--- src/rtl/first_derivative_stencil_8th_defines.svh ---
// assertion macros for the first derivative stencil block
`ifndef FIRST_DERIVATIVE_STENCIL_8TH_DEFINES_SVH
`define FIRST_DERIVATIVE_STENCIL_8TH_DEFINES_SVH

// same-cycle implication, disabled during reset
`define FDS_ASSERT(lbl, clk_s, rst_s, ante, cons, msg) \
  lbl: assert property (@(posedge clk_s) disable iff (rst_s) (ante) |-> (cons)) \
    else $error(msg);

// next-cycle implication, disabled during reset
`define FDS_ASSERT_NEXT(lbl, clk_s, rst_s, ante, cons, msg) \
  lbl: assert property (@(posedge clk_s) disable iff (rst_s) (ante) |=> (cons)) \
    else $error(msg);

`endif

--- src/rtl/fds_cell.sv ---
// one sample cell of the window chain
`timescale 1ns / 1ps
module fds_cell #(
  parameter int W = 24
) (
  input  logic         clk,
  input  logic         en,
  input  logic [W-1:0] din,
  output logic [W-1:0] dout
);

  always_ff @(posedge clk) begin
    if (en) begin
      dout <= din;
    end
  end

endmodule

--- config.mk ---
export PLATFORM = sky130hd
export DESIGN_NAME = fds_cell
export DESIGN_NICKNAME = d
export VERILOG_FILES = /design/src/rtl/first_derivative_stencil_8th_defines.svh /design/src/rtl/fds_cell.sv
export SDC_FILE = /design/constraint.sdc
export NUM_CORES = 1
export LEC_CHECK = 0
export BUFFER_PORTS_ARGS = -buffer_cell sky130_fd_sc_hd__buf_2
export CORE_MARGIN = 2
export CORE_UTILIZATION = 41
export DETAILED_ROUTE_END_ITERATION = 10
export PLACE_DENSITY_LB_ADDON = 0.1
export SETUP_SLACK_MARGIN = 0.3
export SYNTH_ARGS = -nofsm -noshare
export SYNTH_HDL_FRONTEND = slang
export SYNTH_SLANG_ARGS = --single-unit
--- constraint.sdc ---
create_clock -name clk -period 1 [get_ports clk]
set_clock_uncertainty 0.15 [all_clocks]
set_input_delay 0.15 -clock clk [delete_from_list [all_inputs] [get_ports clk]]
set_output_delay 0.15 -clock clk [all_outputs]
set_load 0.01 [all_outputs]
==> impl_metrics.toml <==
[place]
gp_congestion = 0.654
place_hpwl_um = 787
port_buffers = 49

[clocking]
cts.sinks = 24
cts-root-buf = "clkbuf_4"
cts_made_buffers = 3
ctsHtreeMaxLevel = 1
clockBufferDepth = 2
cts.clk_slew.worst_paths_ns = 0.11
cts_tree = "done"

[sta]
slew_headroom_pct = 91.6
worst_hold_slack_ns = -0.132
grt_setup_unrepaired = "true"
hold_viol_final = 24
fin_tns_setup_ns = -2.53
setup_viol = 24
finalCritPeriodShare_pct = 114
period_minus_slack_ns = 1.14
worstMarginPinSlew_ns = 0.127
drv_slew = 0
setup_ws_ns = -0.139
fmax_ghz = 0.878

[setup_path]
crit_family = "flip-flops"
crit_chain = "buf_2"
worstPathMaxFanout = 1
crit_type = "flip-flop to output pin"
cp_slowest_cell = "edfxtp_1"
cp-end-kind = "output pin"
critPathLaunchType = "flip-flop"
path_buf_inv = 1
cp_slowest_stage_delay_ns = 0.39
worstPathRequired_ns = 0.70
arrival_ns = 0.84

[run_status]
status = "complete, but fails checks"
violations = "negative hold slack, negative setup slack"

[yosys]
yosysSeqAreaShare_pct = 100
ys_seq_elements = 24
ys_types = 1
avgSynthCellArea_um2 = 30.0
syn_inst = 24
ys_warn_count = 0
syn_area_um2 = 721
syn_nets = 50

[layout]
syn_to_final_growth_pct = 42.9
drive_gt1_share_pct = 68.8
final.fill_count = 135
largest_reg_flops = 24
largest_register = "dout"
num_antenna_cells = 0
fin_nets = 105
comb.multi_input.count = 0
multi_input_area_um2 = 0
top_regs = "dout x24"

[route]
drc = 0
wl_mm = 1.07
first_iter_violations = 1
dr.pass1.iters = 2
wire_per_inst_um = 11.4
via_per_inst = 4.49
vias = 422
drt.antenna.violating_nets = 0

[global_route]
grt_pass1_wl_mm = 1.37
first_global_vias = 365
grt_max_degree = 25
gr-usage-all-layers_pct = 10.3
overflow = 0
antenna_found_initial = 0

[floorplan]
die_area_um2 = 2110
initial_core_util_pct = 42.7
ios = 50
die_h_um = 45.9
core_um2 = 1690
die_w_um = 45.9
row_count = 15

[power_and_ir_drop]
powerDensity_nw_per_um2 = 1720
power.total_mw = 1.77
ir_drop_uv = 1080
power.leakage_nw = 0.451

[hold_path]
min_path_type = "primary input to flip-flop"

[flow_run]
max_cap_viol_count = 0
metal layers:
metal	global-route usage [%]	vias to the layer above	wire length [µm]
li1	-	204	-
met1	9.79	188	377
met2	14.7	28	512
met3	5.95	2	171
met4	10.3	0	9
met5	0	-	0
synthesized netlist by cell type:
cell type	instances	share of area [%]
edfxtp_1	24	100
cell type report:
type                  count  area, µm²  share of cell area, %
sequential               24        721                   70.0
timing repair buffer     50        265                   25.8
clock buffer              3       22.5                   2.19
tap                      17       21.3                   2.07
per-stage QoR:
stage | instance area [µm²] | utilization (%) | setup WS, ns | instances
finish | 1030 | 61.0 | -0.139 | 94
detailed placement | 1010 | 59.6 | 0.118 | 91
global route | 1030 | 61.0 | -0.185 | 94
CTS | 1030 | 61.0 | -0.156 | 94
floorplan | 721 | - | 0.306 | 24
global placement | 1010 | 59.6 | 0.123 | 91
worst paths after layout:
kind                  cells past startpoint                  to         startpoint  slack [ns]
worst max-delay path                      1             dout[3]  dout[3]$_DFFE_PP_       -0.14
worst min-delay path                      1  dout[23]$_DFFE_PP_            din[23]       -0.13
report_power, final:
group          total, mW  leakage [nW]  switching, mW  internal, mW
combinational      0.186         0.202         0.0948        0.0909
clock              0.378        0.0138          0.238         0.140
sequential          1.21         0.235         0.0148          1.19
what timing repair did:
item / CTS / global route
endpoints found under the setup margin: 24 / 24
hold endpoints to repair: 24 / 24
setup buffers: 0 / 0
gates resized for setup: 0 / 0
cell usage in the layout, fill, tap and decap left out, drive strengths merged:
| cell type | count |
|---|---|
| buf | 50 |
| edfxtp | 24 |
| clkbuf | 3 |
cells by family after synthesis:
family | Yosys count | share of synthesized area [%]
flip-flops | 24 | 100
No activity file was read; power rests on OpenSTA's default activity.
