### config.mk
export PLATFORM = sky130hd
export DESIGN_NAME = fds_scale
export DESIGN_NICKNAME = d
export VERILOG_FILES = /design/src/rtl/first_derivative_stencil_8th_defines.svh /design/src/rtl/fds_pkg.sv /design/src/rtl/fds_scale.sv
export SDC_FILE = /design/constraint.sdc
export NUM_CORES = 2
export LEC_CHECK = 0
export ABC_AREA = 1
export ABC_CLOCK_PERIOD_IN_PS = 7300
export BUFFER_PORTS_ARGS = -buffer_cell sky130_fd_sc_hd__buf_2
export CAP_MARGIN = 10
export CORE_UTILIZATION = 35
export DETAILED_ROUTE_END_ITERATION = 10
export PLACE_DENSITY = 0.53
export SETUP_SLACK_MARGIN = 0.5
export SKIP_LAST_GASP = 1
export SYNTH_ARGS = -nofsm -noshare
export SYNTH_HDL_FRONTEND = slang
export SYNTH_SLANG_ARGS = --single-unit
### constraint.sdc
create_clock -name clk -period 7.3 [get_ports clk]
set_input_delay 0.73 -clock clk [delete_from_list [all_inputs] [get_ports clk]]
set_output_delay 0.73 -clock clk [all_outputs]
set_load 0.01 [all_outputs]
### src/rtl/first_derivative_stencil_8th_defines.svh
// assertion macros for the first derivative stencil block
`ifndef FIRST_DERIVATIVE_STENCIL_8TH_DEFINES_SVH
`define FIRST_DERIVATIVE_STENCIL_8TH_DEFINES_SVH

// same-cycle implication, disabled during reset
`define FDS_ASSERT(lbl, clk_s, rst_s, ante, cons, msg) \
  lbl: assert property (@(posedge clk_s) disable iff (rst_s) (ante) |-> (cons)) \
    else $error(msg);

// next-cycle implication, disabled during reset
`define FDS_ASSERT_NEXT(lbl, clk_s, rst_s, ante, cons, msg) \
  lbl: assert property (@(posedge clk_s) disable iff (rst_s) (ante) |=> (cons)) \
    else $error(msg);

`endif

### src/rtl/fds_pkg.sv
// shared constants and types for the first derivative stencil block
`timescale 1ns / 1ps
package fds_pkg;

  localparam int SAMPLE_WIDTH_DEF = 24;
  localparam int WIN_DEPTH        = 9;
  localparam int NUM_TAPS         = 4;
  localparam int COEF_WIDTH       = 18;
  localparam int DERIV_WIDTH      = 32;
  localparam int CFG_WIDTH        = 32;

  // q1.17 antisymmetric stencil weights, nearest neighbor first
  localparam logic signed [COEF_WIDTH-1:0] STENCIL_COEF [NUM_TAPS] = '{
    18'sd110065, -18'sd31879, 18'sd7810, -18'sd1058
  };

  localparam logic [CFG_WIDTH-1:0] INV_SPACING_RESET = 32'd65536;

  // sequence position thresholds on the count taken before the current sample
  localparam logic [3:0] COUNT_MAX      = 4'd15;
  localparam logic [3:0] EDGE_START     = 4'd4;
  localparam logic [3:0] INTERIOR_START = 4'd8;
  localparam logic [3:0] MIN_LEN_M1     = 4'd7;

  // end-of-sequence burst issues steps 0 to this one
  localparam logic [2:0] BURST_LAST_STEP = 3'd4;
  localparam logic [1:0] TAP_NEAREST     = 2'd3;

  typedef struct packed {
    logic valid;
    logic last;
    logic too_short;
  } fds_tag_t;

endpackage

### src/rtl/fds_scale.sv
// scale by reciprocal spacing, round and saturate, two pipeline stages
`timescale 1ns / 1ps
module fds_scale import fds_pkg::*; #(
  parameter int SAMPLE_WIDTH = SAMPLE_WIDTH_DEF
) (
  input  logic                           clk,
  input  logic                           rst,
  input  logic                           en,
  input  logic signed [SAMPLE_WIDTH+1:0] d_in,
  input  fds_tag_t                       tag_in,
  input  logic [CFG_WIDTH-1:0]           inv_spacing,
  output logic [DERIV_WIDTH-1:0]         deriv,
  output fds_tag_t                       tag_out
);

  localparam int DW = SAMPLE_WIDTH + 2;
  localparam int MW = DW + 17;
  localparam int RW = (MW + 1 > DERIV_WIDTH + 1) ? MW + 1 : DERIV_WIDTH + 1;
  localparam logic signed [RW-1:0] SAT_MAX = RW'(64'sd2147483647);
  localparam logic signed [RW-1:0] SAT_MIN = RW'(-64'sd2147483648);

  logic signed [16:0]   hi_s;
  logic signed [16:0]   lo_s;
  logic signed [MW-1:0] mh_next;
  logic signed [MW-1:0] ml_next;
  logic signed [MW-1:0] mh;
  logic signed [MW-1:0] ml;
  fds_tag_t             tag3;
  logic signed [MW:0]   lo_sum;
  logic signed [RW-1:0] r;
  logic [DERIV_WIDTH-1:0] deriv_next;

  // stage 3: integer and fraction parts of the reciprocal, one multiply each
  always_comb begin
    hi_s    = $signed({1'b0, inv_spacing[31:16]});
    lo_s    = $signed({1'b0, inv_spacing[15:0]});
    mh_next = MW'(d_in) * MW'(hi_s);
    ml_next = MW'(d_in) * MW'(lo_s);
  end

  always_ff @(posedge clk) begin
    if (en) begin
      mh <= mh_next;
      ml <= ml_next;
    end
  end

  // stage 4: round the fraction product, add, clamp to 32 bits
  always_comb begin
    lo_sum = (MW+1)'(ml) + (MW+1)'(32768);
    r      = RW'(mh) + RW'($signed(lo_sum[MW:16]));
    if (r > SAT_MAX) begin
      deriv_next = SAT_MAX[DERIV_WIDTH-1:0];
    end else if (r < SAT_MIN) begin
      deriv_next = SAT_MIN[DERIV_WIDTH-1:0];
    end else begin
      deriv_next = r[DERIV_WIDTH-1:0];
    end
  end

  always_ff @(posedge clk) begin
    if (en) begin
      deriv <= deriv_next;
    end
  end

  always_ff @(posedge clk) begin
    if (rst) begin
      tag3    <= '0;
      tag_out <= '0;
    end else if (en) begin
      tag3    <= tag_in;
      tag_out <= tag3;
    end
  end

endmodule

==> run metrics <==
Max Buffers Root-to-Sink=2; Post-Syn Area per Cell=7.719 um^2; hpwl dp=90.48 mm; layout filler cell count=11440; most frequent cell after synthesis=inv_1; initial antenna violation count=0; r2r startpoint=ml[15]; max-cap violation count=0; crit path kind=primary input to register; final core occ=37.73%; GR peak layer=met2; share of cells above drive strength 1=4.565%; Worst-path clk slew=0.08 ns; first-pass GRT wire length=177.5 mm; RSZ-0062 raised after global routing=false; postcts setup bufs=0; GR Util met1=29.32%; syn nets=6099; startpoint types=primary input; antenna diode count=0; fin nets=6115; H-Tree Depth=3; Syn Std Cell Area=0.03840 mm^2; clk_skew=0.009253 ns; GRT Residual Overflow=0; Arr. time, crit path=6.73 ns; worst reg2reg path depth=25; multi-input logic area=0.02875 mm^2; Post-synth EDFFs=103; Synth Instances=4974; pre-CTS WS=0.2760 ns; slew margin rel.=41.59%; Yosys top cell area share=42.18%; Clock Root Buffer=clkbuf_16; non-filler cells, final=6409; largest area contributor in the netlist=fa_1; Max Clk Rate=0.1534 GHz; setup TNS=0 ns; Seq cells post-synth=109; post-route ant nets=0; Layout area overhead=6.957%; DRC=0; Hold Fails Final Rpt=0; Period minus WS final=6.518 ns; CTS tree=built; core area=0.1089 mm^2; Slew Viols, Final=0; worst hold path type=register to register; Row Count=121; fin worst setup slack=0.7818 ns; worst-path fanout max=14; Async S/R FF share, synth=0%; ys flop type=edfxtp_1; routing usage on met2=32.73%; routing usage on met3=2.140%; Seq/Total Area, Yosys=8.368%; placed cell count=6393; part of the cycle the worst path needs=89.29%; DRT Wirelength=108.0 mm; DR vias=29800; FF+latch area=0.003213 mm^2; io pins=99; Total Routing Usage GR=20.36%; Placer Congestion=0.9117; vias in the first global route=32170; CP endpoint kind=register; worst skew pair latency=0.39 ns; initial DRC count=2053; status=completed; worst-margin pin slew=0.8761 ns; commonest cells in the netlist=inv_1 (1520), nand2_1 (1337), fa_1 (809); Port Buffer Count=98; pin count of the biggest net entering global routing=68; Synth warnings=0; CTS Buf Count=9; CP Launch Point=d_in[20]; Die Y=333.2 um; Hold Path Depth=2; CTS Hold Bufs=0; vias per std cell=4.650; largest cells by area after synthesis=fa_1 (42%), inv_1 (15%), nand2_1 (13%); Die ar.=0.1110 mm^2; die width=333.2 um; Sink Count=109; CP required=7.52 ns; # setup viols final=0; Worst Hold Launch=tag3[0]; Avg WL per Cell=16.85 um; Synth cell types=45; Reg2Reg Setup Slack=2.12 ns; drt pass-1 iters=6; initial core utilization=35.27%
## kinds of logic after synthesis
| kind of cell | Yosys count | share of synthesized area [%] |
|---|---|---|
| buffers and inverters | 1702 | 16.76 |
| AND/OR/NAND/NOR | 1673 | 17.06 |
| adder cells (fa/ha/maj) | 1061 | 50.39 |
| AO/OA/AOI/OAI | 291 | 4.279 |
| XOR/XNOR | 138 | 3.148 |
| flip-flops | 109 | 8.368 |
## flip-flops by register name (all words and copies together) (netlist names)
signal,count
tag3,3
tag_out,3
ml,28
mh,43
deriv,32
## critical path: stages
cell,delay [ns]
buf_2,0.44
buf_4,0.23
nand2_1,0.06
fa_1,0.48
fa_1,0.52
fa_1,0.51
inv_1,0.07
fa_1,0.50
fa_1,0.50
inv_1,0.05
fa_1,0.49
inv_1,0.05
ha_1,0.42
nand2_1,0.14
nor2_1,0.20
nand2_1,0.10
nor4_1,0.34
nand2_1,0.10
nand3_1,0.16
nand2_1,0.09
nand3_1,0.07
a21boi_0,0.22
xor2_1,0.24
## through the flow
stage / instance area (um^2) / hold WS, ns
final: 41070 / 0.4627
after global placement: 40750 / 0.4432
after global routing: 41070 / 0.4788
after CTS: 41060 / 0.4642
after floorplan: 38400 / 0.4303
after detailed placement: 40750 / 0.4518
## path summary, 6_finish.rpt
kind | to
worst max-delay path | mh[33]
worst min-delay path | tag_out[0]
worst max register to register | deriv[20]
worst min register to register | tag_out[0]
## cell type report
class	instances	share of cell area, %
sequential	109	7.824
clock buffer	9	0.5484
inverter	1522	13.91
multi-input combinational	3163	70.00
timing repair buffer	185	3.214
tap	1414	4.308
clock inverter	7	0.1889
## placed cells by master (no fill, tap or decap), types with 8 or more instances in the layout
master and n:
xnor2_1 44, o21ai_0 65, inv_1 1520, buf_2 94, xor2_1 94, nand4_1 13
a21oi_1 143, buf_12 13, nand3_1 61, o21bai_1 12, fa_1 809, buf_4 74
nor3_1 21, clkbuf_16 9, ha_1 252, a21o_1 15, nor2_2 9, nand3_2 8
a31oi_1 20, nor2_1 204, nand2_1 1337, edfxtp_1 103
## timing repair
| item | 4_1_cts | 5_1_grt |
|---|---|---|
| setup endpoints to repair | 0 | 4 |
| hold endpoints to repair | 0 | 0 |
| resized for setup | 0 | 5 |
## metal layers
metal | routed length [um] | up-vias
met1 | 51730 | 14800
met5 | 0 | -
met4 | 2391 | 0
met3 | 5658 | 104
li1 | - | 14150
met2 | 48220 | 749
Power is left out: the tool's default activity adds up to more than one toggle a clock period on the data nets, which glitch-free logic cannot reach.
