## src/rtl/first_derivative_stencil_8th_defines.svh

```systemverilog
// assertion macros for the first derivative stencil block
`ifndef FIRST_DERIVATIVE_STENCIL_8TH_DEFINES_SVH
`define FIRST_DERIVATIVE_STENCIL_8TH_DEFINES_SVH

// same-cycle implication, disabled during reset
`define FDS_ASSERT(lbl, clk_s, rst_s, ante, cons, msg) \
  lbl: assert property (@(posedge clk_s) disable iff (rst_s) (ante) |-> (cons)) \
    else $error(msg);

// next-cycle implication, disabled during reset
`define FDS_ASSERT_NEXT(lbl, clk_s, rst_s, ante, cons, msg) \
  lbl: assert property (@(posedge clk_s) disable iff (rst_s) (ante) |=> (cons)) \
    else $error(msg);

`endif

```

## src/rtl/fds_pkg.sv

```systemverilog
// shared constants and types for the first derivative stencil block
`timescale 1ns / 1ps
package fds_pkg;

  localparam int SAMPLE_WIDTH_DEF = 24;
  localparam int WIN_DEPTH        = 9;
  localparam int NUM_TAPS         = 4;
  localparam int COEF_WIDTH       = 18;
  localparam int DERIV_WIDTH      = 32;
  localparam int CFG_WIDTH        = 32;

  // q1.17 antisymmetric stencil weights, nearest neighbor first
  localparam logic signed [COEF_WIDTH-1:0] STENCIL_COEF [NUM_TAPS] = '{
    18'sd110065, -18'sd31879, 18'sd7810, -18'sd1058
  };

  localparam logic [CFG_WIDTH-1:0] INV_SPACING_RESET = 32'd65536;

  // sequence position thresholds on the count taken before the current sample
  localparam logic [3:0] COUNT_MAX      = 4'd15;
  localparam logic [3:0] EDGE_START     = 4'd4;
  localparam logic [3:0] INTERIOR_START = 4'd8;
  localparam logic [3:0] MIN_LEN_M1     = 4'd7;

  // end-of-sequence burst issues steps 0 to this one
  localparam logic [2:0] BURST_LAST_STEP = 3'd4;
  localparam logic [1:0] TAP_NEAREST     = 2'd3;

  typedef struct packed {
    logic valid;
    logic last;
    logic too_short;
  } fds_tag_t;

endpackage

```

## src/rtl/fds_stencil.sv

```systemverilog
// stencil products and rounded q.16 difference, two pipeline stages
`timescale 1ns / 1ps
module fds_stencil import fds_pkg::*; #(
  parameter int SAMPLE_WIDTH = SAMPLE_WIDTH_DEF
) (
  input  logic                           clk,
  input  logic                           rst,
  input  logic                           en,
  input  logic signed [SAMPLE_WIDTH-1:0] win [WIN_DEPTH],
  input  logic                           sel_interior,
  input  logic [1:0]                     sel_tap,
  input  fds_tag_t                       tag_in,
  output logic signed [SAMPLE_WIDTH+1:0] d_out,
  output fds_tag_t                       tag_out
);

  localparam int SW   = SAMPLE_WIDTH;
  localparam int EW   = SW + 1;
  localparam int PW   = EW + COEF_WIDTH;
  localparam int SUMW = PW + 2;
  localparam int DW   = SW + 2;

  logic signed [EW-1:0]   cdiff [NUM_TAPS];
  logic signed [EW-1:0]   ediff [NUM_TAPS];
  logic signed [PW-1:0]   prod_next [NUM_TAPS];
  logic signed [PW-1:0]   prod [NUM_TAPS];
  logic signed [EW-1:0]   edge_diff;
  logic                   interior;
  fds_tag_t               tag1;
  logic signed [SUMW-1:0] sum;
  logic signed [DW-1:0]   d_next;

  // stage 1: tap differences and products
  always_comb begin
    for (int t = 0; t < NUM_TAPS; t++) begin
      cdiff[t]     = EW'(win[3-t]) - EW'(win[5+t]);
      ediff[t]     = EW'(win[t]) - EW'(win[t+1]);
      prod_next[t] = PW'(cdiff[t]) * PW'(STENCIL_COEF[t]);
    end
  end

  always_ff @(posedge clk) begin
    if (en) begin
      prod      <= prod_next;
      edge_diff <= ediff[sel_tap];
      interior  <= sel_interior;
    end
  end

  // stage 2: sum, round half up to q.16
  always_comb begin
    sum = SUMW'(prod[0]) + SUMW'(prod[1]) + SUMW'(prod[2]) + SUMW'(prod[3])
          + SUMW'(65536);
    if (tag1.too_short) begin
      d_next = '0;
    end else if (interior) begin
      d_next = sum[DW+16:17];
    end else begin
      d_next = DW'(edge_diff);
    end
  end

  always_ff @(posedge clk) begin
    if (en) begin
      d_out <= d_next;
    end
  end

  always_ff @(posedge clk) begin
    if (rst) begin
      tag1    <= '0;
      tag_out <= '0;
    end else if (en) begin
      tag1    <= tag_in;
      tag_out <= tag1;
    end
  end

endmodule

```

## config.mk

```make
export PLATFORM = sky130hd
export DESIGN_NAME = fds_stencil
export DESIGN_NICKNAME = d
export VERILOG_FILES = /design/src/rtl/first_derivative_stencil_8th_defines.svh /design/src/rtl/fds_pkg.sv /design/src/rtl/fds_stencil.sv
export SDC_FILE = /design/constraint.sdc
export NUM_CORES = 2
export LEC_CHECK = 0
export ABC_AREA = 1
export BUFFER_PORTS_ARGS = -buffer_cell sky130_fd_sc_hd__buf_2
export CORE_MARGIN = 10
export CORE_UTILIZATION = 40
export CTS_CLUSTER_SIZE = 16
export DETAILED_ROUTE_END_ITERATION = 10
export PLACE_DENSITY = 0.63
export SKIP_CTS_REPAIR_TIMING = 1
export SYNTH_ARGS = -nofsm -noshare
export SYNTH_HDL_FRONTEND = slang
export SYNTH_SLANG_ARGS = --single-unit
```

## constraint.sdc

```tcl
create_clock -name clk -period 13.6 [get_ports clk]
set_input_delay 0 -clock clk [delete_from_list [all_inputs] [get_ports clk]]
set_output_delay 0 -clock clk [all_outputs]
set_load 0.05 [all_outputs]
```

==> flow_metrics.env <==
export IMPL_regArea_sq_mm=0.00643
export IMPL_slowest_delay_ps=640
export IMPL_tns_ps=0
export IMPL_num_fill_cells=12644
export IMPL_drt_vias_per_instance=5.18
export IMPL_critPathCaptureType="flop"
export IMPL_grt_util_all_layers_pct=23.1
export IMPL_vias=41866
export IMPL_crit_path_frequent_cell="sky130_fd_sc_hd__inv_1"
export IMPL_worst_path_buf_inv=10
export IMPL_status="finished clean"
export IMPL_first_global_vias=42451
export IMPL_syn_area_per_cell_sq_um=8.27
export IMPL_synthesis_area_sq_mm=0.0508
export IMPL_floorplan_rows=130
export IMPL_syn2layout_area_growth_pct=8.12
export IMPL_design_area_sq_mm=0.0550
export IMPL_worstReg2RegStart="prod[19]$_DFFE_PP_"
export IMPL_ys_flop_type="sky130_fd_sc_hd__edfxtp_1"
export IMPL_die_x_um=377
export IMPL_postRouteAntennaNets=0
export IMPL_cts_inserted_buffers=23
export IMPL_gr_total_overflow=0
export IMPL_max_clock_freq_mhz=137
export IMPL_final_min_clock_period_ps=7300
export IMPL_root_buffer="sky130_fd_sc_hd__clkbuf_16"
export IMPL_rsz0062_at_grt="no"
export IMPL_finalHoldViolations=0
export IMPL_floorplan_core_area_sq_mm=0.126
export IMPL_period_share_pct=53.6
export IMPL_worst_endpoint_arrival_ps=7590
export IMPL_synth_yosys_seq_area_share_pct=12.6
export IMPL_postSynthRegisterBits=216
export IMPL_fin_max_slew_vios=0
export IMPL_numPortBuffers=253
export IMPL_synth_area_top_cells="sky130_fd_sc_hd__fa_1, sky130_fd_sc_hd__ha_1, sky130_fd_sc_hd__edfxtp_1, sky130_fd_sc_hd__inv_1, sky130_fd_sc_hd__nand2_1"
export IMPL_post_route_cells_drive_above_1_share_pct=6.11
export IMPL_layout_nets=8111
export IMPL_antenna_found_initial=14
export IMPL_synthesis_yosys_warnings=0
export IMPL_cap_violations=0
export IMPL_synthCells=6151
export IMPL_crit_slowest_cell="sky130_fd_sc_hd__xnor2_1"
export IMPL_worstMarginPinSlew_ps=1140
export IMPL_clock_insertion_delay_worst_skew_ps=560
export IMPL_layout_cells_most_common="sky130_fd_sc_hd__inv_1"
export IMPL_synth_async_reset_ratio_pct=0
export IMPL_finalSetupViolations=0
export IMPL_launch_point_of_the_worst_hold_path="win[24]"
export IMPL_grt_max_degree=96
export IMPL_clock_sinks=216
export IMPL_multiInputGateArea_sq_mm=0.0382
export IMPL_critical_path_class="input pin to flop"
export IMPL_synth_top_area_share_pct=26.3
export IMPL_fin_skew_ps=16.8
export IMPL_top_level_ports=254
export IMPL_wire_per_inst_um=20.6
export IMPL_most_common_layout_cells="sky130_fd_sc_hd__inv_1, sky130_fd_sc_hd__nand2_1, sky130_fd_sc_hd__ha_1"
export IMPL_startpoint_type="input pin"
export IMPL_floorplan_die_height_um=377
export IMPL_kind_of_path_behind_the_tightest_hold_check="input pin to flop"
export IMPL_tritoncts="done"
export IMPL_detailed_place_area_sq_mm=0.0542
export IMPL_path_max_fanout=7
export IMPL_initial_core_util_pct=40.4
export IMPL_max_clock_path_buffers=3
export IMPL_worstPathRequired_ps=13900
export IMPL_number_of_flops_mapped_to_enable_cells_by_yosys=210
export IMPL_gp_congestion=0.983
export IMPL_fp_dieArea_sq_mm=0.142
export IMPL_place_detailed_hpwl_um=150000
export IMPL_yosysUniqueCellTypes=69
export IMPL_wirelength_um=167000
export IMPL_critPathTopFamily="adder cells"
export IMPL_first_iter_violations=3293
export IMPL_worst_setup_hold_path_clk_slew_ps=60
export IMPL_drt_drc_violations_left=0
export IMPL_netlist_top_cell_by_area="sky130_fd_sc_hd__fa_1"
export IMPL_wire_length_of_the_first_global_routing_pass_um=253000
export IMPL_ff2ff_setup_slack_ps=9090
export IMPL_slew_limit_headroom_pct=23.6
export IMPL_cts_htree_levels=1
export IMPL_detailedRoute_firstPassIterationCount=6
export IMPL_worst_setup_path_startpoint="win[120]"
==> tightest hold or removal path, cell delays in order <==
cell                    delay [ps]
sky130_fd_sc_hd__buf_2          80
sky130_fd_sc_hd__ha_1          150
sky130_fd_sc_hd__inv_1         130
==> synth_stat cells, drive strengths merged, types with 8 or more instances <==
| cell type | number |
|---|---|
| a211oi | 14 |
| a21boi | 18 |
| a21o | 39 |
| a21oi | 474 |
| a31o | 8 |
| a31oi | 45 |
| clkbuf | 20 |
| edfxtp | 210 |
| fa | 668 |
| ha | 797 |
| inv | 1610 |
| nand2 | 886 |
| nand3 | 166 |
| nand4 | 34 |
| nor2 | 323 |
| nor3 | 49 |
| nor4 | 21 |
| o211ai | 24 |
| o21a | 28 |
| o21ai | 296 |
| o21bai | 28 |
| or2 | 12 |
| xnor2 | 124 |
| xor2 | 185 |
==> layer usage <==
| metal | wire length [um] | global-route usage [%] | part of all wire (%) | up-vias |
|---|---|---|---|---|
| met3 | 10100 | 2.70 | 6.1 | 199 |
| met1 | 75000 | 31.8 | 45 | 20337 |
| li1 | - | - | - | 20048 |
| met5 | 65 | 0 | 0.039 | - |
| met2 | 76000 | 38.2 | 46 | 1272 |
| met4 | 5640 | 6.56 | 3.4 | 10 |
==> cell families (layout without fill, tap and decap cells) <==
family                     count (synthesis)  after routing  synth area share [%]
AOI/OAI and AO/OA                       1011           1011                  11.3
xor gates and xnor gates                 309            309                  5.47
adders and majority gates               1465           1465                  45.9
buffers and inverters                   1638           1923                  12.2
DFF                                      216            216                  12.6
other                                      1              4               0.00738
and+or+nand+nor                         1511           1511                  12.5
==> registers in the layout (all words and copies together), names as in the netlist <==
| register | cells |
|---|---|
| prod | 158 |
| d_out | 26 |
| edge_diff | 25 |
| tag1 | 3 |
| tag_out | 3 |
| interior | 1 |
==> cell type report <==
class / instances / share of cell area [%]
clock inverter: 14 / 0.303
timing repair buffer: 271 / 2.59
tap: 1650 / 3.76
antenna: 2 / 0.00910
sequential: 216 / 11.7
inverter: 1611 / 11.0
multi-input combinational: 4298 / 69.6
clock buffer: 27 / 1.07
==> worst paths after layout <==
check,end,depth (start not counted)
max,prod[167]$_DFFE_PP_,33
min,prod[44]$_DFFE_PP_,3
max reg2reg,d_out[21]$_SDFFCE_PP0P_,16
min reg2reg,tag_out[2]$_SDFFE_PP0P_,2
==> stage by stage <==
| stage | cells | util (%) | worst slack (ps) | hold WS, ps |
|---|---|---|---|---|
| after CTS | 8082 | 43.6 | 6350 | -352 |
| after global routing | 8088 | 43.7 | 5870 | 35.0 |
| after detailed placement | 8041 | 43.0 | 5800 | 206 |
| after floorplan | 6152 | - | 6860 | 69.1 |
| final | 8089 | 43.7 | 6300 | 13.7 |
| after global placement | 8041 | 43.0 | 5920 | 201 |
Power is left out: the tool's default activity adds up to more than one toggle a clock period on the data nets, which glitch-free logic cannot reach.
